$ cat src/sdt_pkg.sv
package sdt_pkg;

    localparam int SLOTS_DEFAULT = 16;
    localparam int ADDRESSABLE   = 16;
    localparam int CFG_ADDR_W    = 3;
    localparam int CFG_DATA_W    = 32;

    localparam logic [0:0] REG_DEFAULT_TIMEOUT = 1'b0;

    localparam logic [1:0] MODE_SCHEDULE = 2'd0;
    localparam logic [1:0] MODE_CANCEL   = 2'd1;
    localparam logic [1:0] MODE_RELEASE  = 2'd2;
    localparam logic [1:0] MODE_QUERY    = 2'd3;

    localparam logic [2:0] KIND_ARMED    = 3'd0;
    localparam logic [2:0] KIND_DISARMED = 3'd1;
    localparam logic [2:0] KIND_EXPIRED  = 3'd2;
    localparam logic [2:0] KIND_RELEASED = 3'd3;
    localparam logic [2:0] KIND_NEXT     = 3'd4;

    typedef struct packed {
        logic [1:0]  mode;
        logic [3:0]  stream_slot;
        logic [31:0] wait_ms;
        logic [63:0] now_ms;
    } sdt_in_t;

    typedef struct packed {
        logic [2:0]         kind;
        logic [3:0]         slot;
        logic signed [31:0] next_ms;
        logic               last;
    } sdt_out_t;

endpackage

$ cat src/stream_deadline_table.sv
// stream_deadline_table: one 64-bit millisecond deadline per stream slot.
// Input beats (s_valid/s_ready, payload s_data) carry a mode, a slot, a
// timeout and the current time. Result beats (m_valid/m_ready, m_data)
// carry a kind, a slot, a time-to-next value and a last flag that marks the
// final beat caused by an input beat. The default timeout register sits at
// APB address 0; pready is always high. Write it only while the block is idle.
// One input beat is processed at a time; s_ready is low while it runs.
// Each beat passes ST_EXEC; schedule and cancel then go to ST_PUT, while
// query and release scan the table in ST_SCAN, then pass ST_DONE and
// ST_PUT. A release scans again after each expired slot it reports.
// LIMIT = min(SLOTS, 16). The table is scanned one entry per cycle through
// 64-bit comparators, so LIMIT sets the cost of each release pass and of
// a query.
// The result register lets a new beat be accepted while the last result
// still waits; a stalled receiver holds the sequencer at its next result.
// Reset disarms every slot, clears the default timeout and drops m_valid.
module stream_deadline_table #(
    parameter int SLOTS = sdt_pkg::SLOTS_DEFAULT
) (
    input  logic                                aclk,
    input  logic                                aresetn,
    input  logic                                s_valid,
    output logic                                s_ready,
    input  sdt_pkg::sdt_in_t                    s_data,
    output logic                                m_valid,
    input  logic                                m_ready,
    output sdt_pkg::sdt_out_t                   m_data,
    input  logic                                psel,
    input  logic                                penable,
    input  logic                                pwrite,
    input  logic [sdt_pkg::CFG_ADDR_W-1:0]      paddr,
    input  logic [sdt_pkg::CFG_DATA_W-1:0]      pwdata,
    output logic [sdt_pkg::CFG_DATA_W-1:0]      prdata,
    output logic                                pready
);
    import sdt_pkg::*;

    localparam int LIMIT = (SLOTS < ADDRESSABLE) ? SLOTS : ADDRESSABLE;
    localparam int IDX_W = $clog2(LIMIT);

    localparam logic [2:0] ST_IDLE = 3'd0;
    localparam logic [2:0] ST_EXEC = 3'd1;
    localparam logic [2:0] ST_SCAN = 3'd2;
    localparam logic [2:0] ST_DONE = 3'd3;
    localparam logic [2:0] ST_PUT  = 3'd4;

    logic [2:0]       state_reg, state_next;
    logic [2:0]       after_reg, after_next;
    sdt_in_t          item_reg, item_next;
    logic [31:0]      dflt_reg, dflt_next;
    logic [LIMIT-1:0] armed_reg, armed_next;
    logic [63:0]      deadline_reg [LIMIT];
    logic [IDX_W-1:0] idx_reg, idx_next;
    logic [IDX_W-1:0] best_reg, best_next;
    logic [63:0]      best_dl_reg, best_dl_next;
    logic             found_reg, found_next;
    sdt_out_t         res_reg, res_next;
    logic             m_valid_reg, m_valid_next;
    sdt_out_t         m_data_reg, m_data_next;

    logic             dl_we;
    logic [63:0]      dl_wdata;
    logic [IDX_W-1:0] slot_idx;
    logic             slot_ok;
    logic [31:0]      to_sel;
    logic [64:0]      sum;
    logic [63:0]      cur_dl;
    logic [63:0]      diff;
    logic             cand;
    logic             can_load;
    logic             cfg_wr;

    assign pready   = 1'b1;
    assign cfg_wr   = psel && penable && pwrite;
    assign prdata   = (paddr[CFG_ADDR_W-1] == REG_DEFAULT_TIMEOUT) ? dflt_reg : '0;
    assign s_ready  = (state_reg == ST_IDLE);
    assign m_valid  = m_valid_reg;
    assign m_data   = m_data_reg;
    assign can_load = !m_valid_reg || m_ready;

    assign slot_idx = item_reg.stream_slot[IDX_W-1:0];
    assign slot_ok  = 5'(item_reg.stream_slot) < 5'(LIMIT);
    assign to_sel   = (item_reg.wait_ms != '0) ? item_reg.wait_ms : dflt_reg;
    assign sum      = {1'b0, item_reg.now_ms} + {33'd0, to_sel};
    assign dl_wdata = sum[64] ? '1 : sum[63:0];
    assign cur_dl   = deadline_reg[idx_reg];
    assign diff     = best_dl_reg - item_reg.now_ms;
    assign cand     = armed_reg[idx_reg]
                      && (item_reg.mode == MODE_QUERY || cur_dl <= item_reg.now_ms)
                      && (!found_reg || cur_dl < best_dl_reg);

    always_comb begin
        state_next   = state_reg;
        after_next   = after_reg;
        item_next    = item_reg;
        dflt_next    = dflt_reg;
        armed_next   = armed_reg;
        idx_next     = idx_reg;
        best_next    = best_reg;
        best_dl_next = best_dl_reg;
        found_next   = found_reg;
        res_next     = res_reg;
        m_valid_next = m_valid_reg;
        m_data_next  = m_data_reg;
        dl_we        = 1'b0;

        if (cfg_wr && paddr[CFG_ADDR_W-1] == REG_DEFAULT_TIMEOUT) begin
            dflt_next = pwdata;
        end
        if (m_valid_reg && m_ready) begin
            m_valid_next = 1'b0;
        end

        case (state_reg)
            ST_IDLE: begin
                if (s_valid) begin
                    item_next  = s_data;
                    state_next = ST_EXEC;
                end
            end
            ST_EXEC: begin
                idx_next   = '0;
                found_next = 1'b0;
                res_next   = '{kind: KIND_DISARMED, slot: item_reg.stream_slot,
                               next_ms: '0, last: 1'b1};
                if (item_reg.mode == MODE_SCHEDULE || item_reg.mode == MODE_CANCEL) begin
                    if (slot_ok) begin
                        armed_next[slot_idx] = 1'b0;
                        if (item_reg.mode == MODE_SCHEDULE && to_sel != '0) begin
                            armed_next[slot_idx] = 1'b1;
                            dl_we                = 1'b1;
                            res_next.kind        = KIND_ARMED;
                        end
                    end
                    after_next = ST_IDLE;
                    state_next = ST_PUT;
                end else begin
                    state_next = ST_SCAN;
                end
            end
            ST_SCAN: begin
                if (cand) begin
                    found_next   = 1'b1;
                    best_next    = idx_reg;
                    best_dl_next = cur_dl;
                end
                if (idx_reg == IDX_W'(LIMIT - 1)) begin
                    state_next = ST_DONE;
                end else begin
                    idx_next = idx_reg + 1'b1;
                end
            end
            ST_DONE: begin
                idx_next   = '0;
                found_next = 1'b0;
                after_next = ST_IDLE;
                res_next   = '{kind: KIND_RELEASED, slot: '0, next_ms: '0, last: 1'b1};
                if (item_reg.mode == MODE_RELEASE) begin
                    if (found_reg) begin
                        armed_next[best_reg] = 1'b0;
                        res_next.kind        = KIND_EXPIRED;
                        res_next.slot        = 4'(best_reg);
                        res_next.last        = 1'b0;
                        after_next           = ST_SCAN;
                    end
                end else begin
                    res_next.kind = KIND_NEXT;
                    if (!found_reg) begin
                        res_next.next_ms = '1;
                    end else if (best_dl_reg < item_reg.now_ms) begin
                        res_next.next_ms = '0;
                    end else if (diff[63:31] != '0) begin
                        res_next.next_ms = 32'sh7FFF_FFFF;
                    end else begin
                        res_next.next_ms = 32'(diff[30:0]);
                    end
                end
                state_next = ST_PUT;
            end
            ST_PUT: begin
                if (can_load) begin
                    m_valid_next = 1'b1;
                    m_data_next  = res_reg;
                    state_next   = after_reg;
                end
            end
            default: begin
                state_next = ST_IDLE;
            end
        endcase
    end

    always_ff @(posedge aclk) begin
        if (!aresetn) begin
            state_reg   <= ST_IDLE;
            after_reg   <= ST_IDLE;
            dflt_reg    <= '0;
            armed_reg   <= '0;
            found_reg   <= 1'b0;
            m_valid_reg <= 1'b0;
        end else begin
            state_reg   <= state_next;
            after_reg   <= after_next;
            dflt_reg    <= dflt_next;
            armed_reg   <= armed_next;
            found_reg   <= found_next;
            m_valid_reg <= m_valid_next;
        end
    end

    always_ff @(posedge aclk) begin
        item_reg    <= item_next;
        idx_reg     <= idx_next;
        best_reg    <= best_next;
        best_dl_reg <= best_dl_next;
        res_reg     <= res_next;
        m_data_reg  <= m_data_next;
        if (dl_we) begin
            deadline_reg[slot_idx] <= dl_wdata;
        end
    end

endmodule

$ cat config.mk
export PLATFORM = sky130hd
export DESIGN_NAME = stream_deadline_table
export DESIGN_NICKNAME = d
export VERILOG_FILES = /design/src/sdt_pkg.sv /design/src/stream_deadline_table.sv
export SDC_FILE = /design/constraint.sdc
export NUM_CORES = 2
export LEC_CHECK = 0
export BUFFER_PORTS_ARGS = -buffer_cell sky130_fd_sc_hd__buf_2
export CORE_MARGIN = 4
export CORE_UTILIZATION = 56
export DETAILED_ROUTE_END_ITERATION = 12
export GPL_ROUTABILITY_DRIVEN = 0
export PLACE_DENSITY = 0.76
export SLEW_MARGIN = 20
export SYNTH_ARGS = -nofsm -noshare
export SYNTH_HDL_FRONTEND = slang
export SYNTH_SLANG_ARGS = --single-unit
$ cat constraint.sdc
create_clock -name aclk -period 8 [get_ports aclk]
set_input_delay 1.2 -clock aclk [delete_from_list [all_inputs] [get_ports aclk]]
set_output_delay 1.2 -clock aclk [all_outputs]
set_load 0.005 [all_outputs]
---- Yosys cells after proc, flatten, opt, wreduce, memory -nomap -nowiden ----
Memory sizes are Yosys's and may differ from the RTL's. A register that Yosys moved wholly into a read port is not among the register bits.
Cells that the tools add are included.
word-level totals
  register bits after elaboration ......... 310
  bits in latches ......................... 0
  memory bits (writable) .................. 1024
  bits in read-only memories .............. 0
  bits of input ports ..................... 144
  output and inout bits ................... 75
  logic and storage cells ................. 134
  memories ................................ 1
cells by class
  add/sub/neg operators ................... 3
  $mul .................................... 0
  divide/modulo/power cells ............... 0
  order comparisons ....................... 8
  equal/unequal tests ..................... 16
  shift-type cells ........................ 0
  muxes and demuxes ....................... 48
  bitwise gates (word level) .............. 6
  reductions and logical operators ........ 31
memories
  name          words  bits a word  rd ports  clocked after memory_dff  write ports  line                         RTL
  deadline_reg  16     64           1         1                         1            stream_deadline_table.sv:52  logic [63:0] deadline_reg [LIMIT];
operators with widths
  cell                  count
  $lt A64 B64 Y1        2
  $mux W32              4
  $pmux W40 S2          1
  $add A64 B32 Y65      1
  $le A64 B64 Y1        1
  $mux W16              4
  $mux W64              1
  $reduce_bool A32 Y1   2
  $sub A64 B64 Y64      1
  $mux W31              2
  $reduce_bool A33 Y1   1
  $and A16 B16 Y16      2
  $not A16 Y16          2
  $pmux W16 S2          1
  $mux W3               6
  $mux W1               16
  $ne A2 B2 Y1 const B  8
  $or A16 B16 Y16       1
  $lt A4 B5 Y1 const B  3
  $pmux W3 S5           1
  $mux W4               3
  $reduce_and A2 Y1     6
  $logic_and A1 B1 Y1   9
  $demux W1 S4          2
  other kinds (23)      32

---- Logic depth before layout (Yosys ltp) ----
  depth after elaboration ................. 10
  gate-level depth with buffers ........... 22
  gate-level depth less buffers ........... 20

---- Worst setup path after synthesis ----
OpenSTA, ideal clock, no wires.
  path kind ............................... register to register
  start ................................... register (tool-made name)
  end ..................................... register best_dl_reg[0] (enable)
  library setup time ...................... 0.512 ns
  arrival time ............................ 8.070 ns
  required time ........................... 7.488 ns
  slack ................................... -0.582 ns
  stages on the path, launching flop included .. 17
  path buffers ............................ 4
  period minus slack after synthesis ...... 8.582 ns
  cell sequence ........................... dfxtp_1 clkbuf_1 buf_2 buf_1 buf_1 mux4_2 mux4_2 ha_1 nand4_1 nor4_1 inv_1 or4_1 or3_1 nor4_1 a21oi_1 a21oi_1 a21boi_1
RTL lines
  item                  line                          RTL
  end signal, assigned  stream_deadline_table.sv:215  best_dl_reg <= best_dl_next;
  end, declared         stream_deadline_table.sv:55   logic [63:0] best_dl_reg, best_dl_next;

---- Worst setup path after layout ----
  start ................................... register item_reg[85] (netlist name)
  end ..................................... memory deadline_reg[5][61] (data pin)
on the way
  cells in the longest elaborated chain, start to end .. 4
RTL lines
  item                    line                          RTL
  start, declared         stream_deadline_table.sv:49   sdt_in_t item_reg, item_next;
  start signal, assigned  stream_deadline_table.sv:212  item_reg <= item_next;
  $reduce_bool A32 Y1     stream_deadline_table.sv:83   assign to_sel = (item_reg.wait_ms != '0) ? item_reg.wait_ms : dflt_reg;
  $mux W32 *              stream_deadline_table.sv:83
  $add A64 B32 Y65 *      stream_deadline_table.sv:84   assign sum = {1'b0, item_reg.now_ms} + {33'd0, to_sel};
  $mux W64 *              stream_deadline_table.sv:85   assign dl_wdata = sum[64] ? '1 : sum[63:0];
  named net dl_wdata[61]  stream_deadline_table.sv:62   logic [63:0] dl_wdata;
  end, declared           stream_deadline_table.sv:52
The timed path passes the listed nets; every way through them passes the cells marked *.

==> impl_metrics.env <==
export IMPL_grt_pass1_wl_um=235000
export IMPL_worstSetupStartpointType="flip-flop"
export IMPL_syn_nets=4109
export IMPL_cap_violations=0
export IMPL_drive_gt1_share_pct=22.6
export IMPL_tightest_slew_ns=1.12
export IMPL_p_leak_nw=23.5
export IMPL_final_common_cell="edfxtp_1"
export IMPL_rsz0062_at_grt="false"
export IMPL_core_area_um2=107000
export IMPL_slowest_stage="a21oi_1"
export IMPL_yosysTopAreaCell="edfxtp_1"
export IMPL_synthTopCellsByArea="edfxtp_1 (64%), mux4_2 (12%), ha_1 (4.7%), dfxtp_1 (1.9%), nand2_1 (1.6%)"
export IMPL_largest_register_ffs=1024
export IMPL_final_cell_count_no_fill=5517
export IMPL_crit_chain="nor4_1 > nand2_1 > nor4_1 > nand4_1 > nor2_2 > a21o_1 > ha_1 > inv_1 > fa_1 > nor2b_1 > o21ai_0 > a21boi_0 > o31ai_1 > a211oi_1 > o21ai_0 > a311oi_1 > o21a_1 > buf_4 > nand4_1 > buf_4 > a21oi_1"
export IMPL_vdd_ir_drop_max_mv=0.237
export IMPL_drt_iter0_markers=4834
export IMPL_clkSinkCount=1336
export IMPL_hold_class="flip-flop to flip-flop"
export IMPL_worst_hold_slack_ns=0.418
export IMPL_fin_nets=4369
export IMPL_grt_overflow=0
export IMPL_multi_input_area_um2=19500
export IMPL_insertion_delay_ns=0.76
export IMPL_num_rows=120
export IMPL_die_w_um=336
export IMPL_grt_pass1_vias=35700
export IMPL_r2r_slack_ns=1.19
export IMPL_clockRootBuffer="clkbuf_16"
export IMPL_h_tree_depth=4
export IMPL_route_detailed_drc=0
export IMPL_p_per_area_nw_per_um2=332
export IMPL_clkTransAtPathRegs_ns=0.06
export IMPL_clock_path_buffers=3
export IMPL_antenna_left=0
export IMPL_path_class="flip-flop to flip-flop"
export IMPL_dp_cells=5263
export IMPL_firstDrtPassIters=6
export IMPL_seq_area_um2=39600
export IMPL_end_kind="flip-flop"
export IMPL_tritoncts="yes"
export IMPL_yosysUniqueCellTypes=100
export IMPL_wl_per_cell_um=29.0
export IMPL_vias_per_cell=6.62
export IMPL_setup_violations=0
export IMPL_required_ns=8.39
export IMPL_synth_cell_area_um2=60200
export IMPL_period_needed_ns=6.81
export IMPL_syn_to_final_growth_pct=12.7
export IMPL_dieArea_um2=113000
export IMPL_synth_main_ff_cell="edfxtp_1"
export IMPL_setup_tns_ns=0
export IMPL_min_period_over_period_pct=85.1
export IMPL_dp_hpwl_um=101000
export IMPL_hold_buffers=0
export IMPL_start_util_pct=56.3
export IMPL_grt_max_degree=101
export IMPL_wirelength_um=160000
export IMPL_post_cts_buffers=0
export IMPL_yosysWarningCount=0
export IMPL_io_buffers=215
export IMPL_fin_skew_ns=0.0425
export IMPL_die_h_um=336
export IMPL_max_slew_margin_pct=25.4
export IMPL_synthArstFlopShare_pct=0
export IMPL_synth_top_area_share_pct=63.8
export IMPL_arrival_ns=7.20
export IMPL_yosysSeqAreaShare_pct=65.7
export IMPL_status="finished clean"
export IMPL_yosys_register_bits=1336
export IMPL_final_cell_mix="edfxtp_1 (1278), mux4_2 (325), nand2_1 (251)"
export IMPL_maxSlewViolCount=0
export IMPL_finalHoldViolations=0
export IMPL_fmax_mhz=147
export IMPL_grt_antenna_before_repair=7
export IMPL_cts_resized=0
export IMPL_netlist_instances=3739
export IMPL_synth_area_per_cell_um2=16.1
export IMPL_numCtsBuffers=135
export IMPL_critical_path_max_stage_delay_ns=0.89
export IMPL_critical_path_max_fanout=31
export IMPL_grt_use_total_pct=28.5
export IMPL_fillerInstances=7351
export IMPL_io_pins=219
export IMPL_synth_edf_count=1278
export IMPL_dr_total_vias=36500
==> routing by layer <==
metal / up-vias / wire length, um / track usage (%) / share of wire [%]
li1: 15400 / - / - / -
met1: 18400 / 61300 / 39.9 / 38
met2: 2309 / 74200 / 44.3 / 46
met3: 392 / 17300 / 5.90 / 11
met4: 4 / 6910 / 11.4 / 4.3
met5: - / 26 / 0 / 0.016
==> synthesized netlist by cell type, types with 56 or more instances <==
library cell  count
xnor2_1          56
o21ai_0          90
ha_1            224
a21oi_1         188
dfxtp_1          58
nand4_1          70
nand2_1         251
inv_1           155
nor2b_1          60
edfxtp_1       1278
mux4_2          325
clkbuf_1        107
a21o_1           97
nor2_1          148
==> cell families after synthesis <==
logic type / count (synthesis) / share of synthesized area [%]
DFF: 1336 / 65.7
muxes: 343 / 12.5
other: 1 / 0.00623
xor gates and xnor gates: 86 / 1.26
buffers and inverters: 324 / 2.16
adders and majority gates: 226 / 4.72
and+or+nand+nor: 762 / 6.23
AOI/OAI and AO/OA: 661 / 7.45
==> final cells by class <==
cell class / count / area share (%)
clock buffers: 169 / 5.32
well taps: 1403 / 2.59
multi-input cells: 2079 / 28.8
repair buffers: 291 / 2.84
diodes: 7 / 0.0258
inverters: 156 / 0.863
clock inverters: 76 / 1.31
flip-flops and latches: 1336 / 58.3
==> worst paths after layout <==
kind	from	end	depth (start not counted)
worst max register to register	item_reg[85]$_DFFE_PP_	deadline_reg[5][61]$_DFFE_PP_	21
worst min register to register	res_reg[34]$_DFFE_PN_	m_data[34]$_DFFE_PP_	0
worst min-delay path	res_reg[34]$_DFFE_PN_	m_data[34]$_DFFE_PP_	0
worst max-delay path	item_reg[85]$_DFFE_PP_	deadline_reg[5][61]$_DFFE_PP_	21
==> per-stage QoR <==
stage	cell area, um2	setup slack, ns	util, %	power [mW]
after floorplan	60200	0.885	-	13.8
after global placement	63100	1.44	59.1	15.9
after detailed placement	63300	1.39	59.2	16.1
after CTS	67800	1.35	63.4	22.5
after global routing	67900	0.895	63.5	23.5
final	67900	1.19	63.5	22.5
==> critical path: cells and delay by family (launching register included) <==
kind,cells,cell delay [ns]
and+or+nand+nor,7,1.71
adders and majority gates,2,0.54
buffers and inverters,3,0.69
AOI/OAI and AO/OA,9,3.07
DFF,1,0.40
==> power breakdown <==
group / total, mW / switching [mW] / leakage [nW] / internal [mW]
clock: 6.41 / 2.69 / 2.18 / 3.72
combinational: 7.03 / 4.15 / 9.29 / 2.89
sequential: 9.09 / 0.383 / 12.0 / 8.70
total: 22.5 / 7.22 / 23.5 / 15.3
Note: power is estimated with default switching activity, not from simulation.
